File: src/rtl/assert_macros.svh
// Assertion macros shared by the classifier RTL.
// No dependencies; compiled out when SYNTHESIS is defined.
`ifndef ASSERT_MACROS_SVH
`define ASSERT_MACROS_SVH

`ifndef SYNTHESIS

// Concurrent property check on a clock, disabled while reset is low.
`define ASSERT_PROP(lbl, clk, rstn, prop) \
  lbl: assert property (@(posedge clk) disable iff (!(rstn)) (prop)) \
    else $error("assertion failed");

// Expression that must never be true.
`define ASSERT_NEVER(lbl, clk, rstn, expr) \
  `ASSERT_PROP(lbl, clk, rstn, !(expr))

`else

`define ASSERT_PROP(lbl, clk, rstn, prop)
`define ASSERT_NEVER(lbl, clk, rstn, expr)

`endif

`endif

File: src/rtl/mkcp_pkg.sv
// Types, codes and reset constants of the media key click/press classifier.
// No dependencies.
`default_nettype none

package mkcp_pkg;

  localparam int unsigned CodeW   = 16;
  localparam int unsigned NumKeys = 6;
  localparam int unsigned CfgIdxW = 3;

  typedef logic [CodeW-1:0] code_t;
  typedef logic [2:0]       key_idx_t;

  typedef enum logic [1:0] {
    FUNC_DOWN = 2'd0,
    FUNC_UP   = 2'd1,
    FUNC_TICK = 2'd2,
    FUNC_RSVD = 2'd3
  } func_e;

  typedef enum logic [1:0] {
    ACT_PRESSED  = 2'd0,
    ACT_RELEASED = 2'd1,
    ACT_CLICKED  = 2'd2
  } action_e;

  // Register indexes on the configuration port
  localparam logic [CfgIdxW-1:0] REG_HOLD_TICKS = 3'd0;
  localparam logic [CfgIdxW-1:0] REG_VOL_UP     = 3'd1;
  localparam logic [CfgIdxW-1:0] REG_VOL_DOWN   = 3'd2;
  localparam logic [CfgIdxW-1:0] REG_PLAY       = 3'd3;
  localparam logic [CfgIdxW-1:0] REG_STOP       = 3'd4;
  localparam logic [CfgIdxW-1:0] REG_FORWARD    = 3'd5;
  localparam logic [CfgIdxW-1:0] REG_REWIND     = 3'd6;

  // Key slots
  localparam key_idx_t KEY_VOL_UP   = 3'd0;
  localparam key_idx_t KEY_VOL_DOWN = 3'd1;
  localparam key_idx_t KEY_PLAY     = 3'd2;
  localparam key_idx_t KEY_STOP     = 3'd3;
  localparam key_idx_t KEY_FORWARD  = 3'd4;
  localparam key_idx_t KEY_REWIND   = 3'd5;

  // Reset values
  localparam code_t RST_HOLD_TICKS = 16'd600;
  localparam code_t RST_VOL_UP     = 16'd163;
  localparam code_t RST_VOL_DOWN   = 16'd162;
  localparam code_t RST_PLAY       = 16'd182;
  localparam code_t RST_STOP       = 16'd183;
  localparam code_t RST_FORWARD    = 16'd184;
  localparam code_t RST_REWIND     = 16'd185;
  localparam code_t CODE_NONE      = 16'h0000;
  localparam code_t COUNT_MAX      = 16'hFFFF;

  typedef struct packed {
    func_e func;
    code_t scan_code;
  } in_t;

  typedef struct packed {
    logic     publish_valid;
    logic     channel;
    key_idx_t key_index;
    action_e  action;
    logic     blocked;
  } out_t;

  typedef struct packed {
    code_t                   hold_ticks;
    logic [NumKeys-1:0][CodeW-1:0] key_codes;
  } cfg_t;

  // Item stage to classifier: event and step strobe
  typedef struct packed {
    logic advance;
    in_t  item;
  } step_t;

  // Classifier to output buffer
  typedef struct packed {
    logic has_result;
    out_t result;
  } res_t;

endpackage

`default_nettype wire

File: src/rtl/mkcp_classify.sv
// Hold/click state of the classifier and the per-event decision logic.
// Depends on mkcp_pkg and assert_macros.svh.
`default_nettype none
`include "assert_macros.svh"

module mkcp_classify import mkcp_pkg::*; (
  input  wire   clk_i,
  input  wire   rst_ni,
  input  cfg_t  cfg_i,
  input  step_t step_i,
  output res_t  res_o
);

  logic  timer_running_q, timer_running_d;
  logic  press_sent_q, press_sent_d;
  logic  release_done_q, release_done_d;
  code_t held_code_q, held_code_d;
  code_t tick_count_q, tick_count_d;

  code_t    scan;
  code_t    pub_code;
  logic     known;
  key_idx_t known_idx;
  logic     pub_found;
  key_idx_t pub_idx;
  logic     scan_deferred;
  logic     held_deferred;
  code_t    count_inc;
  logic     do_publish;
  action_e  pub_action;

  assign scan = step_i.item.scan_code;
  // Ticks publish for the held key, key events for their own code
  assign pub_code = (step_i.item.func == FUNC_TICK) ? held_code_q : scan;

  // First matching slot wins
  always_comb begin
    known     = 1'b0;
    known_idx = KEY_VOL_UP;
    pub_found = 1'b0;
    pub_idx   = KEY_VOL_UP;
    for (int i = NumKeys - 1; i >= 0; i--) begin
      if (cfg_i.key_codes[i] == scan) begin
        known     = 1'b1;
        known_idx = key_idx_t'(i);
      end
      if (cfg_i.key_codes[i] == pub_code) begin
        pub_found = 1'b1;
        pub_idx   = key_idx_t'(i);
      end
    end
  end

  assign scan_deferred = (scan == cfg_i.key_codes[KEY_FORWARD]) ||
                         (scan == cfg_i.key_codes[KEY_REWIND]);
  assign held_deferred = (held_code_q == cfg_i.key_codes[KEY_FORWARD]) ||
                         (held_code_q == cfg_i.key_codes[KEY_REWIND]);

  assign count_inc = (tick_count_q == COUNT_MAX) ? tick_count_q : tick_count_q + 16'd1;

  always_comb begin
    timer_running_d = timer_running_q;
    press_sent_d    = press_sent_q;
    release_done_d  = release_done_q;
    held_code_d     = held_code_q;
    tick_count_d    = tick_count_q;
    do_publish      = 1'b0;
    pub_action      = ACT_CLICKED;
    res_o           = '0;

    unique case (step_i.item.func)
      FUNC_DOWN: begin
        res_o.has_result = 1'b1;
        if (known && !timer_running_q && release_done_q) begin
          do_publish      = !scan_deferred;
          pub_action      = ACT_CLICKED;
          timer_running_d = 1'b1;
          tick_count_d    = '0;
          held_code_d     = scan;
          press_sent_d    = 1'b0;
          release_done_d  = 1'b0;
          res_o.result.blocked = 1'b1;
        end
      end
      FUNC_UP: begin
        res_o.has_result = 1'b1;
        if (known && held_code_q == scan) begin
          if (!press_sent_q) begin
            do_publish      = held_deferred;
            pub_action      = ACT_CLICKED;
            timer_running_d = 1'b0;
          end else begin
            do_publish   = 1'b1;
            pub_action   = ACT_RELEASED;
            press_sent_d = 1'b0;
          end
          release_done_d = 1'b1;
          held_code_d    = CODE_NONE;
          res_o.result.blocked = 1'b1;
        end
      end
      FUNC_TICK: begin
        if (timer_running_q) begin
          tick_count_d = count_inc;
          if (count_inc >= cfg_i.hold_ticks) begin
            do_publish       = 1'b1;
            pub_action       = ACT_PRESSED;
            press_sent_d     = 1'b1;
            timer_running_d  = 1'b0;
            res_o.has_result = 1'b1;
          end
        end
      end
      FUNC_RSVD: begin
        res_o.has_result = 1'b0;
      end
    endcase

    // Code rewritten away from every slot: state moves, nothing published
    if (do_publish && pub_found) begin
      res_o.result.publish_valid = 1'b1;
      res_o.result.channel       = !((pub_code == cfg_i.key_codes[KEY_VOL_UP]) ||
                                     (pub_code == cfg_i.key_codes[KEY_VOL_DOWN]));
      res_o.result.key_index     = pub_idx;
      res_o.result.action        = pub_action;
    end

    // known_idx only qualifies the match; slot comes from the publish lookup
    if (!known) begin
      res_o.result.blocked = 1'b0;
    end else if (known_idx > KEY_REWIND) begin
      res_o.result.blocked = 1'b0;
    end
  end

  always_ff @(posedge clk_i or negedge rst_ni) begin
    if (!rst_ni) begin
      timer_running_q <= 1'b0;
      press_sent_q    <= 1'b0;
      release_done_q  <= 1'b1;
      held_code_q     <= CODE_NONE;
      tick_count_q    <= '0;
    end else if (step_i.advance) begin
      timer_running_q <= timer_running_d;
      press_sent_q    <= press_sent_d;
      release_done_q  <= release_done_d;
      held_code_q     <= held_code_d;
      tick_count_q    <= tick_count_d;
    end
  end

  // Idle: no timer, no press pending
  `ASSERT_PROP(a_idle_clean, clk_i, rst_ni,
               release_done_q |-> (!timer_running_q && !press_sent_q))
  // Holding: either timing or pressed, never both
  `ASSERT_PROP(a_hold_phase, clk_i, rst_ni,
               !release_done_q |-> (timer_running_q ^ press_sent_q))
  `ASSERT_PROP(a_idle_no_code, clk_i, rst_ni,
               release_done_q |-> (held_code_q == CODE_NONE))

endmodule

`default_nettype wire

File: src/rtl/media_key_click_press_classifier_core.sv
// Top level of the media key click/press classifier: configuration registers,
// item register, classifier and two-entry result buffer.
// Depends on mkcp_pkg, mkcp_classify and assert_macros.svh.
`default_nettype none
`include "assert_macros.svh"

// Takes one transaction per cycle on the input channel while the result skid
// is free: key down, key up or a 1 ms tick. Every key event yields one result
// transaction (blocked tells whether the event was consumed, publish_valid
// whether a click, press or release was published); a tick yields one only
// when it fires a press, and reserved event kinds yield none. The event is
// registered, classified against the held-key state in one pass, and the
// result lands in a registered output with a one-entry skid behind it, so
// input keeps flowing while a result waits. The classifier updates its state
// in the same pass, which sets the sustained rate of one transaction per cycle.
// Configuration writes (index 0 hold_ticks, 1..6 the key scan codes vol up,
// vol down, play, stop, forward, rewind) take effect at once and belong only
// to idle periods; unused indexes are ignored.
module media_key_click_press_classifier_core import mkcp_pkg::*; (
  input  wire                clk_i,
  input  wire                rst_ni,
  input  wire                cfg_we_i,
  input  wire  [CfgIdxW-1:0] cfg_idx_i,
  input  wire  [CodeW-1:0]   cfg_wdata_i,
  input  wire                in_valid_i,
  output logic               in_ready_o,
  input  in_t                in_data_i,
  output logic               out_valid_o,
  input  wire                out_ready_i,
  output out_t               out_data_o
);

  cfg_t  cfg_q;

  logic  in_valid_q;
  in_t   in_q;
  logic  advance;

  logic  out_valid_q, out_valid_d;
  out_t  out_q, out_d;
  logic  skid_valid_q, skid_valid_d;
  out_t  skid_q, skid_d;
  logic  out_take;

  step_t step;
  res_t  res;

  // ---------------- configuration registers ----------------
  always_ff @(posedge clk_i or negedge rst_ni) begin
    if (!rst_ni) begin
      cfg_q.hold_ticks                <= RST_HOLD_TICKS;
      cfg_q.key_codes[KEY_VOL_UP]     <= RST_VOL_UP;
      cfg_q.key_codes[KEY_VOL_DOWN]   <= RST_VOL_DOWN;
      cfg_q.key_codes[KEY_PLAY]       <= RST_PLAY;
      cfg_q.key_codes[KEY_STOP]       <= RST_STOP;
      cfg_q.key_codes[KEY_FORWARD]    <= RST_FORWARD;
      cfg_q.key_codes[KEY_REWIND]     <= RST_REWIND;
    end else if (cfg_we_i) begin
      unique case (cfg_idx_i)
        REG_HOLD_TICKS: cfg_q.hold_ticks              <= cfg_wdata_i;
        REG_VOL_UP:     cfg_q.key_codes[KEY_VOL_UP]   <= cfg_wdata_i;
        REG_VOL_DOWN:   cfg_q.key_codes[KEY_VOL_DOWN] <= cfg_wdata_i;
        REG_PLAY:       cfg_q.key_codes[KEY_PLAY]     <= cfg_wdata_i;
        REG_STOP:       cfg_q.key_codes[KEY_STOP]     <= cfg_wdata_i;
        REG_FORWARD:    cfg_q.key_codes[KEY_FORWARD]  <= cfg_wdata_i;
        REG_REWIND:     cfg_q.key_codes[KEY_REWIND]   <= cfg_wdata_i;
        default:        cfg_q <= cfg_q;  // index past the register list
      endcase
    end
  end

  // ---------------- item register ----------------
  // The held item moves on whenever the skid is free: worst case the output
  // is full and the result drops into the skid.
  assign advance    = in_valid_q && !skid_valid_q;
  assign in_ready_o = !in_valid_q || advance;

  always_ff @(posedge clk_i or negedge rst_ni) begin
    if (!rst_ni) begin
      in_valid_q <= 1'b0;
    end else if (in_ready_o) begin
      in_valid_q <= in_valid_i;
    end
  end

  always_ff @(posedge clk_i) begin
    if (in_ready_o && in_valid_i) begin
      in_q <= in_data_i;
    end
  end

  // ---------------- classifier ----------------
  assign step.advance = advance;
  assign step.item    = in_q;

  mkcp_classify u_classify (
    .clk_i  (clk_i),
    .rst_ni (rst_ni),
    .cfg_i  (cfg_q),
    .step_i (step),
    .res_o  (res)
  );

  // ---------------- result register and skid ----------------
  assign out_take = out_valid_q && out_ready_i;

  always_comb begin
    out_valid_d  = out_valid_q;
    out_d        = out_q;
    skid_valid_d = skid_valid_q;
    skid_d       = skid_q;
    if (skid_valid_q) begin
      // no new result can arrive while the skid is occupied
      if (out_take) begin
        out_d        = skid_q;
        skid_valid_d = 1'b0;
      end
    end else if (advance && res.has_result) begin
      if (!out_valid_q || out_take) begin
        out_valid_d = 1'b1;
        out_d       = res.result;
      end else begin
        skid_valid_d = 1'b1;
        skid_d       = res.result;
      end
    end else if (out_take) begin
      out_valid_d = 1'b0;
    end
  end

  always_ff @(posedge clk_i or negedge rst_ni) begin
    if (!rst_ni) begin
      out_valid_q  <= 1'b0;
      skid_valid_q <= 1'b0;
    end else begin
      out_valid_q  <= out_valid_d;
      skid_valid_q <= skid_valid_d;
    end
  end

  always_ff @(posedge clk_i) begin
    out_q  <= out_d;
    skid_q <= skid_d;
  end

  assign out_valid_o = out_valid_q;
  assign out_data_o  = out_q;

  // Skid only ever holds the younger of two pending results
  `ASSERT_PROP(a_skid_behind_out, clk_i, rst_ni, skid_valid_q |-> out_valid_q)
  // Skid fills only when the output was stalled
  `ASSERT_PROP(a_skid_fill, clk_i, rst_ni,
               $rose(skid_valid_q) |-> $past(out_valid_q && !out_ready_i))
  `ASSERT_NEVER(a_no_overrun, clk_i, rst_ni, skid_valid_q && advance)

endmodule

`default_nettype wire

File: config.mk
export PLATFORM = sky130hd
export DESIGN_NAME = media_key_click_press_classifier_core
export DESIGN_NICKNAME = d
export VERILOG_FILES = /design/src/rtl/mkcp_pkg.sv /design/src/rtl/mkcp_classify.sv /design/src/rtl/media_key_click_press_classifier_core.sv
export VERILOG_INCLUDE_DIRS = /design/src /design/src/rtl
export SDC_FILE = /design/constraint.sdc
export NUM_CORES = 1
export LEC_CHECK = 0
export ABC_AREA = 1
export BUFFER_PORTS_ARGS = -buffer_cell sky130_fd_sc_hd__buf_2
export CAP_MARGIN = 20
export CORE_MARGIN = 2
export CORE_UTILIZATION = 40
export CTS_CLUSTER_SIZE = 40
export DETAILED_ROUTE_END_ITERATION = 8
export GPL_TIMING_DRIVEN = 0
export SLEW_MARGIN = 30
export SYNTH_ARGS = -nofsm -noshare
export SYNTH_HDL_FRONTEND = slang
export SYNTH_HIERARCHICAL = 1
export SYNTH_SLANG_ARGS = --single-unit
File: constraint.sdc
create_clock -name clk_i -period 4.4 [get_ports clk_i]
set_clock_uncertainty 0.15 [all_clocks]
set_input_delay 1.1 -clock clk_i [delete_from_list [all_inputs] [get_ports clk_i]]
set_output_delay 1.1 -clock clk_i [all_outputs]
set_load 0.005 [all_outputs]
After elaboration in Yosys (flattened, before gate mapping)
Cells that the tools add are included.

Register bits: 184. Bits in latches: 0. Bits in writable memories: 0. Bits in read-only memories: 0. Memories kept: 0.

$add $sub $neg: 1. $mul: 0. Div/mod/pow operators: 0. Magnitude comparators: 2. Equal/unequal tests: 36. Shift-type cells: 0. Muxes and demuxes: 74. Bitwise operators: 2. Reduce and logical (&&, ||, !) cells: 42.

Operator list (number): == test 16 bit (19); two-way mux 16 bit (6); one-hot mux 16 bit (2 select lines) (2); two-way mux 1 bit (38); two-way mux 3 bit (12); two-way mux 8 bit (4); adder 16 x 1 -> 16 bit, second input constant (1); == test 16 bit, second input constant (1); >= comparator 16 bit (1); AND reduction 2 bit (7); one-hot mux 1 bit (3 select lines) (4); inequality test 2 x 1 -> 1 bit, second input constant (5); nonzero test 2 bit (5); == test 3 bit, second input constant (3); AND reduction 3 bit (3); logical AND 1 bit (8); two-way mux 2 bit (4); AND reduction 4 bit (2); two-way mux 7 bit (1); == test 3 x 2 -> 1 bit, second input constant (2); logical NOT 1 bit (6); AND reduction 6 bit (1); logical OR 1 bit (5); AND reduction 5 bit (1); 12 further kinds (16).

Longest topological paths before layout
Depth after elaboration: 16. Depth in mapped cells: 21. Gate-level depth less buffers: 21.

By module
Netlist, hierarchy kept.

By module, submodules not included: mkcp_classify (instances 1, cells each 1257, area each 6955.4 um^2, seq. area each 877.1 um^2); media_key_click_press_classifier_core (instances 1, cells each 575, area each 5788.1 um^2, seq. area each 3937.5 um^2).

Worst setup path before layout
Ideal clock, no wire load.

Kind: reg-to-reg. Start point: reg u_classify.tick_count_q[0]. End point: reg out_q (netlist bit out_data_o[0]) (enable). Setup time: 0.370 ns. Data arrival time: 2.987 ns. Required time: 3.880 ns. Path slack: 0.893 ns. Cell stages (with the launch flop): 19. Path buffers: 0. Clock period less this slack: 3.507 ns. Path through: dfrtp_1 -> nand3_1 -> nor3_2 -> nand3_1 -> nor2_1 -> nand3_1 -> nor2_1 -> nand3_1 -> nand2_1 -> inv_1 -> ha_1 -> nand2_1 -> nor4_1 -> nand3_1 -> nand3_1 -> nand3_1 -> o21ai_0 -> a21oi_1 -> nor2_1.

RTL lines: from (decl) (RTL line mkcp_classify.sv:18) `code_t tick_count_q, tick_count_d;`; from (signal assigned) (RTL line mkcp_classify.sv:148) `tick_count_q <= tick_count_d;`; to (signal assigned) (RTL line media_key_click_press_classifier_core.sv:142) `out_q <= out_d;`; to (decl) (RTL line media_key_click_press_classifier_core.sv:40) `out_t out_q, out_d;`.

==> results.yml <==
logic_synthesis:
  synthCells: 1832
  synth_area_sq_mm: 0.01274
  synth_cell_types: 47
  syn_nets: 1896
  synth_flop_cell: "dfrtp_1"
  postSynthAreaPerCell_sq_um: 6.956
  yosysWarnings: 6
  synth-edff-count: 34
  synth.largest_area_cell: "nand2_1"
  yosysSeqAreaShare_pct: 37.78
  ys_seq_elements: 184
  synth_area_leaders: "nand2_1 24%, dfrtp_1 23%, edfxtp_1 8.0%"
  synth_top_area_share_pct: 24.36
  synth_async_sr_flop_share_pct: 81.52
setup_path:
  arrival_ns: 3.99
  cp.required_ns: 4.39
  start_kind: "flop"
  path_buf_inv: 1
  crit_chain: "nand3_1, nor3_2, nand3_1, nor2_1, nand3_1, nor2_1, nand3_1, nand2_1, inv_1, ha_1, nand2_1, nor4_2, nand3_1, nand3_2, nand3_1, o21ai_0, a21oi_1, nor2_4"
  critical_path_class: "reg -> reg"
  cp_slowest_cell: "dfrtp_1"
  cpPeakStageDelay_ns: 0.38
  critical_path.max_fanout: 8
  cpMostUsedCell: "nand3_1"
  end_kind: "flop"
  critPathTopFamily: "simple AND/OR/NAND/NOR gates"
global_route:
  grt_max_degree: 80
  overflow: 0
  antenna_found_initial: 0
  grt_pass1_wl_microns: 60140
  grt_pass1_vias: 10927
  track_usage_pct: 23.68
finish:
  diodes: 0
  mostFrequentLayoutCells: "827 x nand2_1, 149 x inv_1, 148 x nor2_1"
  finalNetCount: 1968
  layoutNonFillerInstCount: 2319
  drive_gt1_share_pct: 13.93
  register_area_sq_mm: 0.004815
  final_common_cell: "nand2_1"
  multi_input_area_sq_mm: 0.006802
  fill_cells: 3209
  final_cell_area_sq_mm: 0.01416
  area_growth_pct: 11.09
sta:
  worstMarginPinSlew_ns: 0.7663
  setup_viol: 0
  fin_crit_ns: 4.003
  clock.fmax_mhz: 249.8
  finalHoldViolations: 0
  slew-limit-headroom_pct: 48.38
  maxSlewViolCount: 0
  fin_crit_sh_pct: 90.97
clocking:
  clock_sinks: 184
  cts_made_buffers: 17
  cts_hold_buf: 0
  cts-root-buf: "clkbuf_16"
  ctsLongestPathBuffers: 2
  ctsResizeCount: 1
  htree_levels: 4
  clkSlewWorstSetupHoldPaths_ns: 0.07
  post-cts-setup-buffer-count: 0
  clock_latency_ns: 0.45
  cts_tree: "done"
route:
  final_antenna_net_count: 0
  wl_per_cell_microns: 16.30
  dr_wl_met2_microns: 17180
  vias: 11519
  via_per_inst: 4.967
  wl_microns: 37810
  wl_met1_microns: 17130
  drcViolationCount: 0
  drt_iter0_markers: 949
  top_layer_used: "met4"
  wl_met3_microns: 2019
  drt-pass1-iter-count: 5
place:
  dpl.hpwl_microns: 29550
  place_congestion: 0.9418
  port_buffers: 51
  place_area_sq_mm: 0.01358
  placedCellCount: 2287
floorplanning:
  core-area_sq_mm: 0.03147
  die_h_microns: 182.5
  initial_core_util_pct: 40.49
  pin_count: 52
  die_x_microns: 182.5
  core.rowCount: 65
  die-area_sq_mm: 0.03330
flow_run:
  drv_cap: 0
status:
  outcome: "complete, no violations"
power:
  ir_drop_uv: 297.3
  powerDensity_mw_per_mm2: 455.6
  power_w: 0.006450
  comb_power_share_pct: 38.0
  p_int_w: 0.003820
  leakagePower_nw: 7.385
  swShare_pct: 40.76
  clockPowerShare_pct: 23.4
  seqPwrFrac_pct: 38.5
  switchingPower_w: 0.002629
hold_path:
  worst_hold_path_type: "reg -> reg"
area by class of cell:
type | instances | share of cell area (%)
sequential | 184 | 34.01
clock buffer | 20 | 3.084
buffer | 64 | 3.350
clock inverter | 12 | 0.8219
tap | 402 | 3.553
inverter | 176 | 4.878
timing repair buffer | 53 | 2.262
multi-input combinational | 1408 | 48.04
routing by layer:
layer  track usage (%)  up-vias
met2             37.92      336
met5                 0        -
met3             3.193       70
met1             32.06     5306
li1                  -     5807
met4             10.42        0
synthesized netlist by cell type (3+ instances only):
cell type,count
edfxtp_1,34
nor2_1,150
o21ai_0,39
inv_2,17
o21ai_1,6
inv_1,149
nor3_1,7
o21ai_2,3
nand2_4,24
buf_4,20
nor2_2,4
ha_1,22
xnor2_1,35
nor3_2,3
clkbuf_2,5
inv_4,9
buf_2,15
dfstp_2,32
clkbuf_1,9
a21oi_1,30
nand2_1,827
nand2_2,20
buf_6,12
nand4_1,23
dfrtp_1,118
nand3_1,118
xor2_1,75
cells by family after synthesis:
kind of cell	after synthesis	share of synthesized area (%)
DFF	184	37.78
and+or+nand+nor	1189	39.47
buffers and inverters	240	9.141
AOI/OAI and AO/OA	86	3.761
adders and majority gates	22	2.160
xor gates and xnor gates	111	7.688
worst min-delay path, stage by stage (launching register included):
cell     delay [ns]
dfrtp_1        0.34
nand2_1        0.05
nand2_1        0.05
per-stage QoR:
stage	worst slack, ns	TNS (ns)	hold slack, ns	utilization (%)
6_report	0.3971	0	0.3210	44.98
5_1_grt	-0.004463	-0.03117	0.3353	44.98
4_1_cts	0.01931	0	0.3220	44.91
3_5_place_dp	0.01713	0	0.3105	43.14
3_3_place_gp	-0.3770	-42.68	0.3019	42.90
2_1_floorplan	0.8925	0	0.2919	-
worst paths after layout:
kind / cells past startpoint / start / slack [ns] / to
worst min-delay path: 2 / cfg_q[104] / 0.32 / cfg_q[104]
worst max-delay path: 18 / u_classify/tick_count_q[0] / 0.40 / out_data_o[5]
worst min register to register: 2 / cfg_q[104] / 0.32 / cfg_q[104]
worst max register to register: 18 / u_classify/tick_count_q[0] / 0.40 / out_data_o[5]
max in group asynchronous: 2 / rst_ni / 2.80 / u_classify/release_done_q
min in group asynchronous: 1 / rst_ni / 0.47 / cfg_q[3]
sequential cells by signal, indices dropped and copies added (netlist names):
name                        count
cfg_q                         112
u_classify/release_done_q       1
skid_q                          8
u_classify/held_code_q         16
u_classify/tick_count_q        16
out_valid_o                     1
out_data_o                      8
in_valid_q                      1
u_classify/timer_running_q      1
u_classify/press_sent_q         1
in_q                           18
skid_valid_q                    1
power by group through the flow:
stage / combinational, W / sequential (W) / clock [W]
2_1_floorplan: 0.00178 / 0.00242 / 0
3_3_place_gp: 0.00235 / 0.00250 / 0
3_5_place_dp: 0.00242 / 0.00251 / 0
4_1_cts: 0.00243 / 0.00248 / 0.00154
5_1_grt: 0.00277 / 0.00254 / 0.00161
6_report: 0.00245 / 0.00249 / 0.00151
Power figures use the tool's default switching activity.
